## src/rtl/tdh_pkg.sv

```systemverilog
// Shared constants, widths and types of the tilt detector.
package tdh_pkg;

    localparam int unsigned FILTER_SCALE = 100;
    localparam int unsigned COS_SCALE    = 1000;

    localparam int unsigned GAIN_W     = 7;
    localparam int unsigned THR_W      = 10;
    localparam int unsigned AXIS_W     = 8;
    localparam int unsigned CFG_IDX_W  = 2;
    localparam int unsigned CFG_DATA_W = 10;

    localparam int unsigned ACC_W  = 15;
    localparam int unsigned SQ_W   = 15;
    localparam int unsigned M2_W   = 17;
    localparam int unsigned LHS_W  = 24;
    localparam int unsigned RHS_W  = 26;
    localparam int unsigned STEP_W = 4;

    localparam int unsigned FILT_STEPS = GAIN_W;
    localparam int unsigned DIV_STEPS  = AXIS_W;
    localparam int unsigned SQR_STEPS  = AXIS_W;
    localparam int unsigned CMP_STEPS  = THR_W;

    localparam logic [GAIN_W-1:0] GAIN_MAX    = GAIN_W'(FILTER_SCALE);
    localparam logic [GAIN_W-1:0] GAIN_RESET  = 7'd10;
    localparam logic [THR_W-1:0]  ENTER_RESET = 10'd500;
    localparam logic [THR_W-1:0]  EXIT_RESET  = 10'd671;
    localparam logic [THR_W-1:0]  COS_CONST   = THR_W'(COS_SCALE);
    localparam logic [ACC_W-1:0]  DIV_BASE    =
        ACC_W'(FILTER_SCALE * (2 ** (DIV_STEPS - 1)));

    typedef enum logic [CFG_IDX_W-1:0] {
        REG_FILTER_GAIN     = 2'd0,
        REG_ENTER_THRESHOLD = 2'd1,
        REG_EXIT_THRESHOLD  = 2'd2
    } cfg_reg_t;

    typedef logic [AXIS_W-1:0]        raw_t;
    typedef logic signed [AXIS_W-1:0] axis_t;

endpackage

```

## src/rtl/tdh_if.sv

```systemverilog
// Valid/ready channels for samples and results of the tilt detector.
interface tdh_sample_if import tdh_pkg::*; ();
    logic valid;
    logic ready;
    raw_t raw_x;
    raw_t raw_y;
    raw_t raw_z;

    modport source (output valid, output raw_x, output raw_y, output raw_z, input ready);
    modport sink   (input valid, input raw_x, input raw_y, input raw_z, output ready);
endinterface

interface tdh_result_if import tdh_pkg::*; ();
    logic  valid;
    logic  ready;
    logic  slanted;
    logic  upside_down;
    axis_t smooth_x;
    axis_t smooth_y;
    axis_t smooth_z;

    modport source (
        output valid, output slanted, output upside_down,
        output smooth_x, output smooth_y, output smooth_z, input ready
    );
    modport sink (
        input valid, input slanted, input upside_down,
        input smooth_x, input smooth_y, input smooth_z, output ready
    );
endinterface

```

## src/rtl/tilt_detector_with_hysteresis.sv

```systemverilog
// Tilt detector: serial smoothing filter, squares and hysteresis compare.
//
// Usage:
//   sample: one transfer carries raw_x, raw_y, raw_z (two's complement bytes).
//   result: one transfer per sample with slanted, upside_down and the
//           filtered axes smooth_x, smooth_y, smooth_z.
//   cfg:    cfg_wr_en/cfg_index/cfg_wdata write filter_gain (0),
//           enter_threshold (1) and exit_threshold (2); write only while idle.
// Timing:
//   A sample runs through four bit-serial phases on three axis lanes:
//   filter multiply, divide by 100, square and the threshold products.
//   The result register loads in the done state after the last phase;
//   sample.ready rises again in the same cycle as the result register
//   loads. The step counter and the shift-add multiplier widths set the
//   length of each phase.
// Reset:
//   Filtered axes and the tilt flag clear, registers return to gain 10,
//   enter 500, exit 671, and no result is pending.
// Stall:
//   A waiting result holds in its register; the next sample is still taken
//   and processed, and it waits in the done state until the result moves.
module tilt_detector_with_hysteresis import tdh_pkg::*; (
    input  logic                  clk,
    input  logic                  rst_n,
    input  logic                  cfg_wr_en,
    input  logic [CFG_IDX_W-1:0]  cfg_index,
    input  logic [CFG_DATA_W-1:0] cfg_wdata,
    tdh_sample_if.sink            sample,
    tdh_result_if.source          result
);

    typedef enum logic [2:0] {
        ST_IDLE,
        ST_FILT,
        ST_DIV,
        ST_SQR,
        ST_CMP,
        ST_DONE
    } state_t;

    state_t              state_reg;
    logic [STEP_W-1:0]   step_reg;
    logic [GAIN_W-1:0]   gain_reg;
    logic [THR_W-1:0]    enter_reg;
    logic [THR_W-1:0]    exit_reg;
    logic                flag_reg;
    axis_t               avg_reg [3];

    logic signed [ACC_W-1:0] raw_sh_reg [3];
    logic signed [ACC_W-1:0] old_sh_reg [3];
    logic signed [ACC_W-1:0] acc_reg    [3];
    logic [GAIN_W-1:0]       g_sh_reg;
    logic [GAIN_W-1:0]       h_sh_reg;

    logic [ACC_W-1:0]  rem_reg [3];
    logic [AXIS_W-1:0] quo_reg [3];
    logic              neg_reg [3];
    logic [ACC_W-1:0]  dvs_reg;

    logic [SQ_W-1:0]   sqm_sh_reg [3];
    logic [AXIS_W-1:0] sqb_sh_reg [3];
    logic [SQ_W-1:0]   sq_reg     [3];

    logic [LHS_W-1:0]  lhs_reg;
    logic [RHS_W-1:0]  rhs_reg;
    logic [LHS_W-1:0]  z2_sh_reg;
    logic [RHS_W-1:0]  m2_sh_reg;
    logic [THR_W-1:0]  cos_sh_reg;
    logic [THR_W-1:0]  thr_sh_reg;

    logic  out_valid_reg;
    logic  out_slanted_reg;
    logic  out_upside_reg;
    axis_t out_x_reg;
    axis_t out_y_reg;
    axis_t out_z_reg;

    logic signed [ACC_W-1:0] acc_next [3];
    logic [ACC_W-1:0]        mag_next [3];
    logic [ACC_W-1:0]        rem_next [3];
    logic [AXIS_W-1:0]       quo_next [3];
    logic [SQ_W-1:0]         sq_next  [3];
    logic [M2_W-1:0]         m2_sum;
    logic [LHS_W-1:0]        lhs_next;
    logic [RHS_W-1:0]        rhs_next;
    logic                    flag_next;
    logic                    upside;
    logic [GAIN_W-1:0]       g_eff;
    raw_t                    raw_in [3];
    logic                    last_step;

    assign raw_in[0] = sample.raw_x;
    assign raw_in[1] = sample.raw_y;
    assign raw_in[2] = sample.raw_z;

    assign g_eff  = (gain_reg > GAIN_MAX) ? GAIN_MAX : gain_reg;
    assign upside = ~avg_reg[2][AXIS_W-1];

    always_comb
    begin
        for (int i = 0; i < 3; i++)
        begin
            acc_next[i] = acc_reg[i]
                        + (g_sh_reg[0] ? raw_sh_reg[i] : '0)
                        + (h_sh_reg[0] ? old_sh_reg[i] : '0);
            mag_next[i] = acc_next[i][ACC_W-1] ? (~acc_next[i] + 1'b1) : acc_next[i];
            rem_next[i] = (rem_reg[i] >= dvs_reg) ? (rem_reg[i] - dvs_reg) : rem_reg[i];
            quo_next[i] = {quo_reg[i][AXIS_W-2:0], rem_reg[i] >= dvs_reg};
            sq_next[i]  = sq_reg[i] + (sqb_sh_reg[i][0] ? sqm_sh_reg[i] : '0);
        end
        m2_sum   = M2_W'(sq_next[0]) + M2_W'(sq_next[1]) + M2_W'(sq_next[2]);
        lhs_next = lhs_reg + (cos_sh_reg[0] ? z2_sh_reg : '0);
        rhs_next = rhs_reg + (thr_sh_reg[0] ? m2_sh_reg : '0);
        if (upside)
        begin
            flag_next = 1'b1;
        end
        else if (flag_reg)
        begin
            flag_next = ~(RHS_W'(lhs_next) >= rhs_next);
        end
        else
        begin
            flag_next = RHS_W'(lhs_next) <= rhs_next;
        end
    end

    always_comb
    begin
        case (state_reg)
            ST_FILT: last_step = (step_reg == STEP_W'(FILT_STEPS - 1));
            ST_DIV:  last_step = (step_reg == STEP_W'(DIV_STEPS - 1));
            ST_SQR:  last_step = (step_reg == STEP_W'(SQR_STEPS - 1));
            ST_CMP:  last_step = (step_reg == STEP_W'(CMP_STEPS - 1));
            default: last_step = 1'b0;
        endcase
    end

    always_ff @(posedge clk or negedge rst_n)
    begin
        if (!rst_n)
        begin
            gain_reg  <= GAIN_RESET;
            enter_reg <= ENTER_RESET;
            exit_reg  <= EXIT_RESET;
        end
        else if (cfg_wr_en)
        begin
            case (cfg_index)
                REG_FILTER_GAIN:     gain_reg  <= cfg_wdata[GAIN_W-1:0];
                REG_ENTER_THRESHOLD: enter_reg <= cfg_wdata[THR_W-1:0];
                REG_EXIT_THRESHOLD:  exit_reg  <= cfg_wdata[THR_W-1:0];
                default:             ;
            endcase
        end
    end

    always_ff @(posedge clk or negedge rst_n)
    begin
        if (!rst_n)
        begin
            state_reg     <= ST_IDLE;
            step_reg      <= '0;
            flag_reg      <= 1'b0;
            out_valid_reg <= 1'b0;
            for (int i = 0; i < 3; i++)
            begin
                avg_reg[i] <= '0;
            end
        end
        else
        begin
            if (state_reg == ST_DONE && (!out_valid_reg || result.ready))
            begin
                out_valid_reg <= 1'b1;
            end
            else if (out_valid_reg && result.ready)
            begin
                out_valid_reg <= 1'b0;
            end

            step_reg <= (last_step || state_reg == ST_IDLE) ? '0 : step_reg + 1'b1;

            case (state_reg)
                ST_IDLE:
                begin
                    if (sample.valid)
                    begin
                        for (int i = 0; i < 3; i++)
                        begin
                            raw_sh_reg[i] <= ACC_W'(signed'(raw_in[i]));
                            old_sh_reg[i] <= ACC_W'(avg_reg[i]);
                            acc_reg[i]    <= '0;
                        end
                        g_sh_reg  <= g_eff;
                        h_sh_reg  <= GAIN_MAX - g_eff;
                        state_reg <= ST_FILT;
                    end
                end

                ST_FILT:
                begin
                    for (int i = 0; i < 3; i++)
                    begin
                        acc_reg[i]    <= acc_next[i];
                        raw_sh_reg[i] <= raw_sh_reg[i] <<< 1;
                        old_sh_reg[i] <= old_sh_reg[i] <<< 1;
                    end
                    g_sh_reg <= g_sh_reg >> 1;
                    h_sh_reg <= h_sh_reg >> 1;
                    if (last_step)
                    begin
                        for (int i = 0; i < 3; i++)
                        begin
                            neg_reg[i] <= acc_next[i][ACC_W-1];
                            rem_reg[i] <= mag_next[i];
                            quo_reg[i] <= '0;
                        end
                        dvs_reg   <= DIV_BASE;
                        state_reg <= ST_DIV;
                    end
                end

                ST_DIV:
                begin
                    for (int i = 0; i < 3; i++)
                    begin
                        rem_reg[i] <= rem_next[i];
                        quo_reg[i] <= quo_next[i];
                    end
                    dvs_reg <= dvs_reg >> 1;
                    if (last_step)
                    begin
                        for (int i = 0; i < 3; i++)
                        begin
                            avg_reg[i]    <= neg_reg[i] ? axis_t'(~quo_next[i] + 1'b1)
                                                        : axis_t'(quo_next[i]);
                            sqm_sh_reg[i] <= SQ_W'(quo_next[i]);
                            sqb_sh_reg[i] <= quo_next[i];
                            sq_reg[i]     <= '0;
                        end
                        state_reg <= ST_SQR;
                    end
                end

                ST_SQR:
                begin
                    for (int i = 0; i < 3; i++)
                    begin
                        sq_reg[i]     <= sq_next[i];
                        sqm_sh_reg[i] <= sqm_sh_reg[i] << 1;
                        sqb_sh_reg[i] <= sqb_sh_reg[i] >> 1;
                    end
                    if (last_step)
                    begin
                        z2_sh_reg  <= LHS_W'(sq_next[2]);
                        m2_sh_reg  <= RHS_W'(m2_sum);
                        cos_sh_reg <= COS_CONST;
                        thr_sh_reg <= flag_reg ? exit_reg : enter_reg;
                        lhs_reg    <= '0;
                        rhs_reg    <= '0;
                        state_reg  <= ST_CMP;
                    end
                end

                ST_CMP:
                begin
                    lhs_reg    <= lhs_next;
                    rhs_reg    <= rhs_next;
                    z2_sh_reg  <= z2_sh_reg << 1;
                    m2_sh_reg  <= m2_sh_reg << 1;
                    cos_sh_reg <= cos_sh_reg >> 1;
                    thr_sh_reg <= thr_sh_reg >> 1;
                    if (last_step)
                    begin
                        flag_reg  <= flag_next;
                        state_reg <= ST_DONE;
                    end
                end

                ST_DONE:
                begin
                    if (!out_valid_reg || result.ready)
                    begin
                        out_slanted_reg <= flag_reg;
                        out_upside_reg  <= upside;
                        out_x_reg       <= avg_reg[0];
                        out_y_reg       <= avg_reg[1];
                        out_z_reg       <= avg_reg[2];
                        state_reg       <= ST_IDLE;
                    end
                end

                default:
                begin
                    state_reg <= ST_IDLE;
                end
            endcase
        end
    end

    assign sample.ready       = (state_reg == ST_IDLE);
    assign result.valid       = out_valid_reg;
    assign result.slanted     = out_slanted_reg;
    assign result.upside_down = out_upside_reg;
    assign result.smooth_x    = out_x_reg;
    assign result.smooth_y    = out_y_reg;
    assign result.smooth_z    = out_z_reg;

`ifndef SYNTHESIS
    a_upside_forces_slant: assert property (
        @(posedge clk) disable iff (!rst_n)
        result.valid |-> (!result.upside_down || result.slanted)
    ) else $error("upside_down result without slanted");

    a_upside_matches_sign: assert property (
        @(posedge clk) disable iff (!rst_n)
        result.valid |-> (result.upside_down == !result.smooth_z[AXIS_W-1])
    ) else $error("upside_down disagrees with sign of smooth_z");

    a_one_sample_at_a_time: assert property (
        @(posedge clk) disable iff (!rst_n)
        (sample.valid && sample.ready) |=> !sample.ready
    ) else $error("sample taken while busy");
`endif

endmodule
```

## src/flat_wrapper.sv

```systemverilog
// flat-port wrapper written by rule: the top's interface ports become plain ports
module tilt_detector_with_hysteresis_flat import tdh_pkg::*;
  (clk, rst_n, cfg_wr_en, cfg_index, cfg_wdata, sample_valid, sample_raw_x, sample_raw_y, sample_raw_z, sample_ready, result_valid, result_slanted, result_upside_down, result_smooth_x, result_smooth_y, result_smooth_z, result_ready);
  tdh_sample_if sample_i ();
  tdh_result_if result_i ();
  input  logic clk;
  input  logic rst_n;
  input  logic cfg_wr_en;
  input  logic [CFG_IDX_W-1:0] cfg_index;
  input  logic [CFG_DATA_W-1:0] cfg_wdata;
  input wire logic [$bits(sample_i.valid)-1:0] sample_valid;
  input wire logic [$bits(sample_i.raw_x)-1:0] sample_raw_x;
  input wire logic [$bits(sample_i.raw_y)-1:0] sample_raw_y;
  input wire logic [$bits(sample_i.raw_z)-1:0] sample_raw_z;
  output wire logic [$bits(sample_i.ready)-1:0] sample_ready;
  output wire logic [$bits(result_i.valid)-1:0] result_valid;
  output wire logic [$bits(result_i.slanted)-1:0] result_slanted;
  output wire logic [$bits(result_i.upside_down)-1:0] result_upside_down;
  output wire logic [$bits(result_i.smooth_x)-1:0] result_smooth_x;
  output wire logic [$bits(result_i.smooth_y)-1:0] result_smooth_y;
  output wire logic [$bits(result_i.smooth_z)-1:0] result_smooth_z;
  input wire logic [$bits(result_i.ready)-1:0] result_ready;
  assign sample_i.valid = sample_valid;
  assign sample_i.raw_x = sample_raw_x;
  assign sample_i.raw_y = sample_raw_y;
  assign sample_i.raw_z = sample_raw_z;
  assign sample_ready = sample_i.ready;
  assign result_valid = result_i.valid;
  assign result_slanted = result_i.slanted;
  assign result_upside_down = result_i.upside_down;
  assign result_smooth_x = result_i.smooth_x;
  assign result_smooth_y = result_i.smooth_y;
  assign result_smooth_z = result_i.smooth_z;
  assign result_i.ready = result_ready;
  tilt_detector_with_hysteresis u_core (.clk(clk), .rst_n(rst_n), .cfg_wr_en(cfg_wr_en), .cfg_index(cfg_index), .cfg_wdata(cfg_wdata), .sample(sample_i), .result(result_i));
endmodule
```

## config.mk

```make
export PLATFORM = sky130hd
export DESIGN_NAME = tilt_detector_with_hysteresis_flat
export DESIGN_NICKNAME = d
export VERILOG_FILES = /design/src/rtl/tdh_pkg.sv /design/src/rtl/tdh_if.sv /design/src/rtl/tilt_detector_with_hysteresis.sv /design/src/flat_wrapper.sv
export SDC_FILE = /design/constraint.sdc
export NUM_CORES = 1
export LEC_CHECK = 0
export BUFFER_PORTS_ARGS = -buffer_cell sky130_fd_sc_hd__buf_2
export CORE_MARGIN = 3
export CORE_UTILIZATION = 64
export CTS_CLUSTER_DIAMETER = 40
export DETAILED_ROUTE_END_ITERATION = 8
export PLACE_DENSITY_LB_ADDON = 0.25
export SLEW_MARGIN = 30
export SYNTH_ARGS = -nofsm -noshare
export SYNTH_HDL_FRONTEND = slang
export SYNTH_SLANG_ARGS = --single-unit
```

## constraint.sdc

```tcl
create_clock -name clk -period 15.15 [get_ports clk]
set_input_delay 1.515 -clock clk [delete_from_list [all_inputs] [get_ports clk]]
set_output_delay 1.515 -clock clk [all_outputs]
set_load 0.01 [all_outputs]
```

==> results of run 1 <==
[cell families after synthesis]
group | synth area share [%]
AOI/OAI and AO/OA | 11.26
adders and majority gates | 11.77
muxes | 1.610
DFF | 47.76
buffers and inverters | 3.737
xor gates and xnor gates | 6.088
and+or+nand+nor | 17.76
[synthesized netlist by cell type (all sizes together) (19+ instances only)]
cell,n
nand2,535
edfxtp,492
nor2,254
inv,234
ha,233
and2,190
a21oi,181
o21ai,158
xnor2,136
xor2,96
clkbuf,94
a21o,71
and3,59
fa,55
dfrtp,45
nand3,42
nor2b,41
nor3,40
o21a,32
mux2,31
nand2b,31
o21bai,26
or3,21
mux2i,20
nand4,20
o31ai,20
a31oi,19
[routing by layer]
metal	vias to the layer above	track usage, %	wire [µm]
met5	-	0	0
met4	0	9.419	2313
met3	167	4.123	4931
met2	846	46.25	37430
met1	12310	39.14	34430
li1	11890	-	-
[cell type report]
cell class | count | area [µm²] | share of cell area [%]
Clock buffer | 96 | 2211 | 5.793
Multi-Input combinational cell | 2461 | 16610 | 43.52
Inverter | 235 | 884.6 | 2.318
Sequential cell | 552 | 16300 | 42.70
Tap cell | 680 | 850.8 | 2.229
Clock inverter | 61 | 749.5 | 1.964
Timing Repair Buffer | 94 | 561.8 | 1.472
[worst max-delay path by stage]
| stage | start | endpoint |
|---|---|---|
| floorplan | rst_n | u_core.cos_sh_reg[0]$_SDFFCE_PN0P_ |
| global placement | u_core.sqb_sh_reg[0][0]$_DFFE_PP_ | u_core.m2_sh_reg[15]$_DFFE_PP_ |
| detailed placement | u_core.sqb_sh_reg[0][0]$_DFFE_PP_ | u_core.m2_sh_reg[15]$_DFFE_PP_ |
| CTS | u_core.sqb_sh_reg[0][0]$_DFFE_PP_ | u_core.m2_sh_reg[15]$_DFFE_PP_ |
| global route | u_core.sqb_sh_reg[0][0]$_DFFE_PP_ | u_core.m2_sh_reg[15]$_DFFE_PP_ |
| finish | u_core.sqb_sh_reg[0][0]$_DFFE_PP_ | u_core.m2_sh_reg[16]$_DFFE_PP_ |
[metrics by stage]
stage               instance area, µm²  utilization [%]  worst slack (ns)
detailed placement               35170            67.59             9.401
global route                     38160            73.35             8.862
floorplan                        34110                -             3.702
global placement                 35160            67.58             9.620
finish                           38160            73.35             9.389
CTS                              38130            73.28             9.376
[cell usage in the layout (no fill, tap or decap), types with 8 or more instances in the layout]
master / n
nor2b_1: 39
clkbuf_1: 9
o21ai_1: 15
o21ai_0: 142
nor4_1: 9
a211oi_1: 13
ha_1: 233
mux2i_1: 20
inv_6: 14
inv_1: 232
buf_4: 23
nor2_1: 252
nor3_1: 38
xnor2_1: 134
and3_1: 58
bufinv_16: 10
and2_1: 189
dfstp_2: 15
nand2_1: 532
nand3_1: 41
o21a_1: 32
xor2_1: 95
a31oi_1: 18
clkinv_4: 8
buf_2: 67
dfrtp_1: 44
or3_1: 20
nand4_1: 20
mux2_2: 30
edfxtp_1: 492
a21oi_1: 178
fa_1: 55
nand2b_1: 31
clkbuf_16: 87
o31ai_1: 19
o21bai_1: 26
a21o_1: 71
[power by group through the flow]
| stage | Combinational [µW] | Sequential [µW] | Clock (µW) |
|---|---|---|---|
| floorplan | 4220 | 2560 | 0 |
| global placement | 5170 | 2590 | 0 |
| detailed placement | 5430 | 2600 | 0 |
| CTS | 5480 | 2580 | 2040 |
| global route | 6160 | 2610 | 2110 |
| finish | 5540 | 2580 | 2020 |
==> flow_metrics.py, run 1 <==
metrics = {
    "routing": {
        "num_vias": 25210,
        "drt-pass1-iter-count": 6,
        "drc": 0,
        "drt_iter0_markers": 2175,
        "antenna_left": 0,
        "viasPerCell": 6.032,
        "wire_per_inst_um": 18.93,
        "drt_wl_total_um": 79110,
    },
    "logic_synthesis": {
        "syn_area_um2": 34110,
        "synth_top_cell_area_share_pct": 43.31,
        "ys_ff_latch": 552,
        "synth.largest_area_cell": "edfxtp_1",
        "synth_warnings": 0,
        "ys.flop_type": "edfxtp_1",
        "syn-num-nets": 3679,
        "post_synth_inst_count": 3350,
        "yosysUniqueCellTypes": 95,
        "avgSynthCellArea_um2": 10.18,
        "synth_seq_area_share_pct": 47.76,
        "synth-edff-count": 492,
        "async_flop_share_pct": 10.87,
        "synthTopCellsByArea": "edfxtp_1, ha_1, nand2_1",
    },
    "sta": {
        "grt_setup_unrepaired": "no",
        "hold_viol": 0,
        "setup_tns_ns": 0,
        "setup_viol": 0,
        "fin_crit_sh_pct": 38.02,
        "clock-skew-final_ns": 0.02402,
        "clock.fmax_mhz": 173.6,
        "whs_ns": 0.5005,
        "worst_slew_pin_slew_ns": 0.9536,
        "slew_headroom_pct": 36.42,
        "maxSlewViolCount": 0,
        "fin_crit_ns": 5.761,
    },
    "floorplan": {
        "die_x_um": 236.9,
        "start_util_pct": 65.57,
        "fp.dieH_um": 236.9,
        "dieArea_um2": 56110,
        "io_pins": 69,
        "core_area_um2": 52030,
        "rows": 83,
    },
    "run_status": {
        "status": "finished, final reports clean",
    },
    "cells_and_area": {
        "nets": 3758,
        "drive_gt1_share_pct": 9.660,
        "final_cell_count_no_fill": 4179,
        "area_growth_pct": 11.87,
        "fillCellCount": 3547,
        "antennaDiodeCount": 0,
    },
    "critical_path": {
        "critPathLaunchType": "register",
        "arrival_ns": 6.11,
        "slowest_delay_ns": 0.74,
        "crit_top_cell": "ha_1",
        "cp.required_ns": 15.50,
        "reg2regPathDepth": 23,
        "crit_family": "compound AO/OA/AOI/OAI gates",
        "path_cells": "and2_1 -> ha_1 -> inv_1 -> fa_1 -> nand2b_1 -> a21boi_0 -> or2_2 -> a21o_1 -> a21oi_1 -> xnor2_1 -> ha_1 -> a2111oi_0 -> o31ai_1 -> o211ai_1 -> nand3_1 -> nor2b_1 -> ha_1 -> or3_1 -> o211a_1 -> o21a_1 -> o21ai_0 -> nor2b_1 -> o31ai_1",
        "cp_num_cells": 23,
        "timing.rr.start": "u_core.sqb_sh_reg[0][0]$_DFFE_PP_",
        "cp_max_fo": 15,
        "crit_slowest_cell": "a2111oi_0",
        "crit_type": "register to register",
        "end_kind": "register",
        "crit_buf_inv": 1,
        "r2r_setup_slack_ns": 9.39,
        "r2r-end": "u_core.m2_sh_reg[16]$_DFFE_PP_",
    },
    "grt": {
        "grt_pass1_wl_um": 129800,
        "overflow": 0,
        "grt_antenna_before_repair": 0,
        "grt_max_degree": 94,
        "grt_use_total_pct": 28.29,
        "first_global_vias": 25700,
    },
    "pwr": {
        "netSwitchingFraction_pct": 42.25,
        "p_seq_share_pct": 25.4,
        "power.total_uw": 10140,
        "power_frac_clock_pct": 19.9,
        "p_comb_share_pct": 54.6,
        "cellLeakagePower_uw": 0.01627,
        "power_switching_uw": 4282,
        "p_per_area_nw_per_um2": 265.6,
        "ir_worst_vdd_uv": 212.0,
        "internal-power_uw": 5854,
    },
    "clocking": {
        "cts_sinks": 552,
        "hold_buffers": 0,
        "cts-resized-gates": 0,
        "clk_latency_ns": 0.63,
        "cts-root-buf": "clkbuf_16",
        "cts_tree": "done",
        "cts_buffer_depth": 3,
        "clkTransAtPathRegs_ns": 0.06,
        "cts_max_level": 3,
        "cts_setup_buffers": 0,
        "cts_buffers": 85,
    },
    "min_path": {
        "min-delay-start": "u_core.avg_reg[18]$_DFFE_PN0P_",
        "min_to": "u_core.result.smooth_x[2]$_DFFE_PP_",
        "hold_depth": 0,
        "hold_path_class": "register to register",
    },
    "job": {
        "maxCapViolations": 0,
    },
    "place": {
        "numPortBuffers": 68,
        "hpwl_um": 54710,
        "dp_cells": 4021,
        "gp_congestion": 0.8928,
    },
}
(Power assumes the default switching activity.)
==> inputs of run 2 (changes only) <==
--- a/config.mk
+++ b/config.mk
@@ -7,7 +7,7 @@
 export LEC_CHECK = 0
 export BUFFER_PORTS_ARGS = -buffer_cell sky130_fd_sc_hd__buf_2
 export CORE_MARGIN = 3
-export CORE_UTILIZATION = 64
+export CORE_UTILIZATION = 58
 export CTS_CLUSTER_DIAMETER = 40
 export DETAILED_ROUTE_END_ITERATION = 8
 export PLACE_DENSITY_LB_ADDON = 0.25
==> constraint.sdc (replaced) <==
create_clock -name clk -period 4.8 [get_ports clk]
set_input_delay 0.48 -clock clk [delete_from_list [all_inputs] [get_ports clk]]
set_output_delay 0.48 -clock clk [all_outputs]
set_load 0.01 [all_outputs]
==> run 2 against run 1 <==
Compared with the run above: the run now ends with setup timing left; non-clock buffer count increased by 116; worst setup slack worse by 9.4 ns; critical path depth up 4; final cell count grew 5.2%; fmax increased by 19%; critical endpoint unchanged.
==> flow_metrics.py, run 2 (synthesis results as in run 1) <==
metrics = {
    "critical_path": {
        "r2r_setup_slack_ns": -0.06,
        "cp.required_ns": 5.16,
        "timing.rr.start": "u_core.sqb_sh_reg[0][0]$_DFFE_PP_",
        "cp_max_fo": 5,
        "crit_start": "u_core.sqb_sh_reg[0][0]$_DFFE_PP_",
        "end_kind": "register",
        "r2r-end": "u_core.m2_sh_reg[16]$_DFFE_PP_",
        "crit_type": "register to register",
        "arrival_ns": 5.21,
        "reg2regPathDepth": 27,
        "cp-endpoint": "u_core.m2_sh_reg[16]$_DFFE_PP_",
        "critPathLaunchType": "register",
    },
    "sta": {
        "maxSlewViolCount": 0,
        "grt_setup_unrepaired": "yes",
        "worst_slew_pin_slew_ns": 0.8838,
        "hold_viol": 0,
        "whs_ns": 0.1075,
        "clock.fmax_mhz": 205.9,
        "fin_crit_sh_pct": 101.2,
        "setup_viol": 2,
        "finalWorstSetupSlack_ns": -0.05711,
        "slew_headroom_pct": 41.08,
        "fin_crit_ns": 4.857,
        "clock-skew-final_ns": 0.02154,
        "setup_tns_ns": -0.09598,
    },
    "routing": {
        "drt_iter0_markers": 1777,
        "m1WireLength_um": 35950,
        "top_layer": "met4",
        "wl_met2_um": 36700,
        "antenna_left": 0,
        "viasPerCell": 5.814,
        "met3_wirelength_um": 5897,
        "wire_per_inst_um": 18.45,
        "drc": 0,
        "drt-pass1-iter-count": 5,
        "num_vias": 25550,
        "drt_wl_total_um": 81070,
    },
    "grt": {
        "grt_max_degree": 136,
        "grt_use_total_pct": 25.71,
        "grt_antenna_before_repair": 0,
        "first_global_vias": 25580,
        "grt_pass1_wl_um": 130400,
        "overflow": 0,
    },
    "place": {
        "dp_cells": 4189,
        "gp_congestion": 0.8988,
        "numPortBuffers": 68,
        "hpwl_um": 55570,
    },
    "floorplan": {
        "io_pins": 69,
        "fp.dieH_um": 248.5,
        "dieArea_um2": 61760,
        "core_area_um2": 57920,
        "start_util_pct": 58.90,
        "rows": 88,
        "die_x_um": 248.5,
    },
    "clocking": {
        "clkTransAtPathRegs_ns": 0.06,
        "cts_buffers": 91,
        "cts_sinks": 552,
        "cts_max_level": 3,
        "cts_tree": "done",
        "cts-root-buf": "clkbuf_16",
        "clk_latency_ns": 0.64,
        "cts_buffer_depth": 3,
    },
    "cells_and_area": {
        "drive_gt1_share_pct": 15.23,
        "final_common_cell": "nand2_1",
        "final_cell_count_no_fill": 4395,
        "nets": 3880,
        "layout_common_cells": "nand2_1, edfxtp_1, nor2_1",
        "antennaDiodeCount": 0,
        "area_growth_pct": 17.52,
    },
    "min_path": {
        "hold_path_class": "primary input to register",
    },
    "job": {
        "maxCapViolations": 0,
    },
    "run_status": {
        "violations": "setup timing",
        "status": "finished with violations",
    },
}
-- run 2: changes by cell type in the layout (fill, tap and decap cells not counted), moves of 11 or more --
cell     previous run  this run
o21ai_0           142       124
ha_1              233       219
a21oi_2             3        15
buf_4              23       132
ha_4                0        11
a21oi_1           178       165
-- run 2: metrics by stage --
| step | instance area [µm²] | worst slack [ns] | util [%] |
|---|---|---|---|
| floorplan | 34140 | 0.04035 | - |
| global placement | 35940 | -0.1310 | 62.05 |
| detailed placement | 35940 | -0.2413 | 62.06 |
| CTS | 39540 | -0.01278 | 68.28 |
| global route | 40090 | -0.3183 | 69.22 |
| finish | 40090 | -0.05711 | 69.22 |
-- run 2: worst min path at each step --
stage	from	end	slack (ns)	cells past startpoint
global placement	u_core.avg_reg[16]$_DFFE_PN0P_	u_core.result.smooth_x[0]$_DFFE_PP_	0.45	0
floorplan	rst_n	u_core.avg_reg[0]$_DFFE_PN0P_	0.18	0
CTS	cfg_wdata[7]	u_core.exit_reg[7]$_DFFE_PN1P_	0.07	2
finish	cfg_wdata[2]	u_core.gain_reg[2]$_DFFE_PN0P_	0.11	3
detailed placement	u_core.avg_reg[5]$_DFFE_PN0P_	u_core.result.smooth_z[5]$_DFFE_PP_	0.46	0
global route	cfg_wdata[7]	u_core.exit_reg[7]$_DFFE_PN1P_	0.09	2
-- run 2: layer usage --
| metal | vias up | GRT usage (%) |
|---|---|---|
| met5 | - | 0 |
| li1 | 12140 | - |
| met1 | 12360 | 35.72 |
| met3 | 185 | 5.805 |
| met4 | 0 | 8.788 |
| met2 | 864 | 40.09 |
-- run 2: critical path, stage by stage, from the launching register on --
cell	delay (ns)
edfxtp_1	0.41
and2_4	0.16
ha_4	0.16
inv_4	0.05
fa_2	0.20
nand2b_4	0.12
a21boi_2	0.05
or2_4	0.24
a21o_1	0.17
a21oi_2	0.18
xnor2_2	0.14
ha_1	0.27
o21a_1	0.13
o31ai_2	0.07
buf_4	0.16
a21oi_2	0.05
a221o_1	0.35
a21oi_2	0.13
nor2_1	0.05
nor2_1	0.11
xnor2_1	0.13
ha_1	0.31
buf_4	0.17
o211a_1	0.10
o21a_1	0.20
o21ai_2	0.21
nor2b_4	0.19
o31ai_2	0.06
-- run 2: final cells by class --
cell class	instances	area (µm²)
Clock buffer	117	2551
Clock inverter	55	780.7
Fill cell	4160	17820
Inverter	235	887.1
Multi-Input combinational cell	2461	17120
Sequential cell	552	16290
Tap cell	765	957.2
Timing Repair Buffer	210	1504
-- run 2: what timing repair did --
action	CTS	global route
pin swaps	40	63
setup endpoints to repair	5	24
buffers inserted	12	20
hold buffers	1	0
gates cloned	0	1
endpoints found under the hold margin	26	0
resized for setup	43	81
Power of run 2 is not shown: default switching activity piles up to over one toggle a cycle in this logic, so the estimate is an artifact.
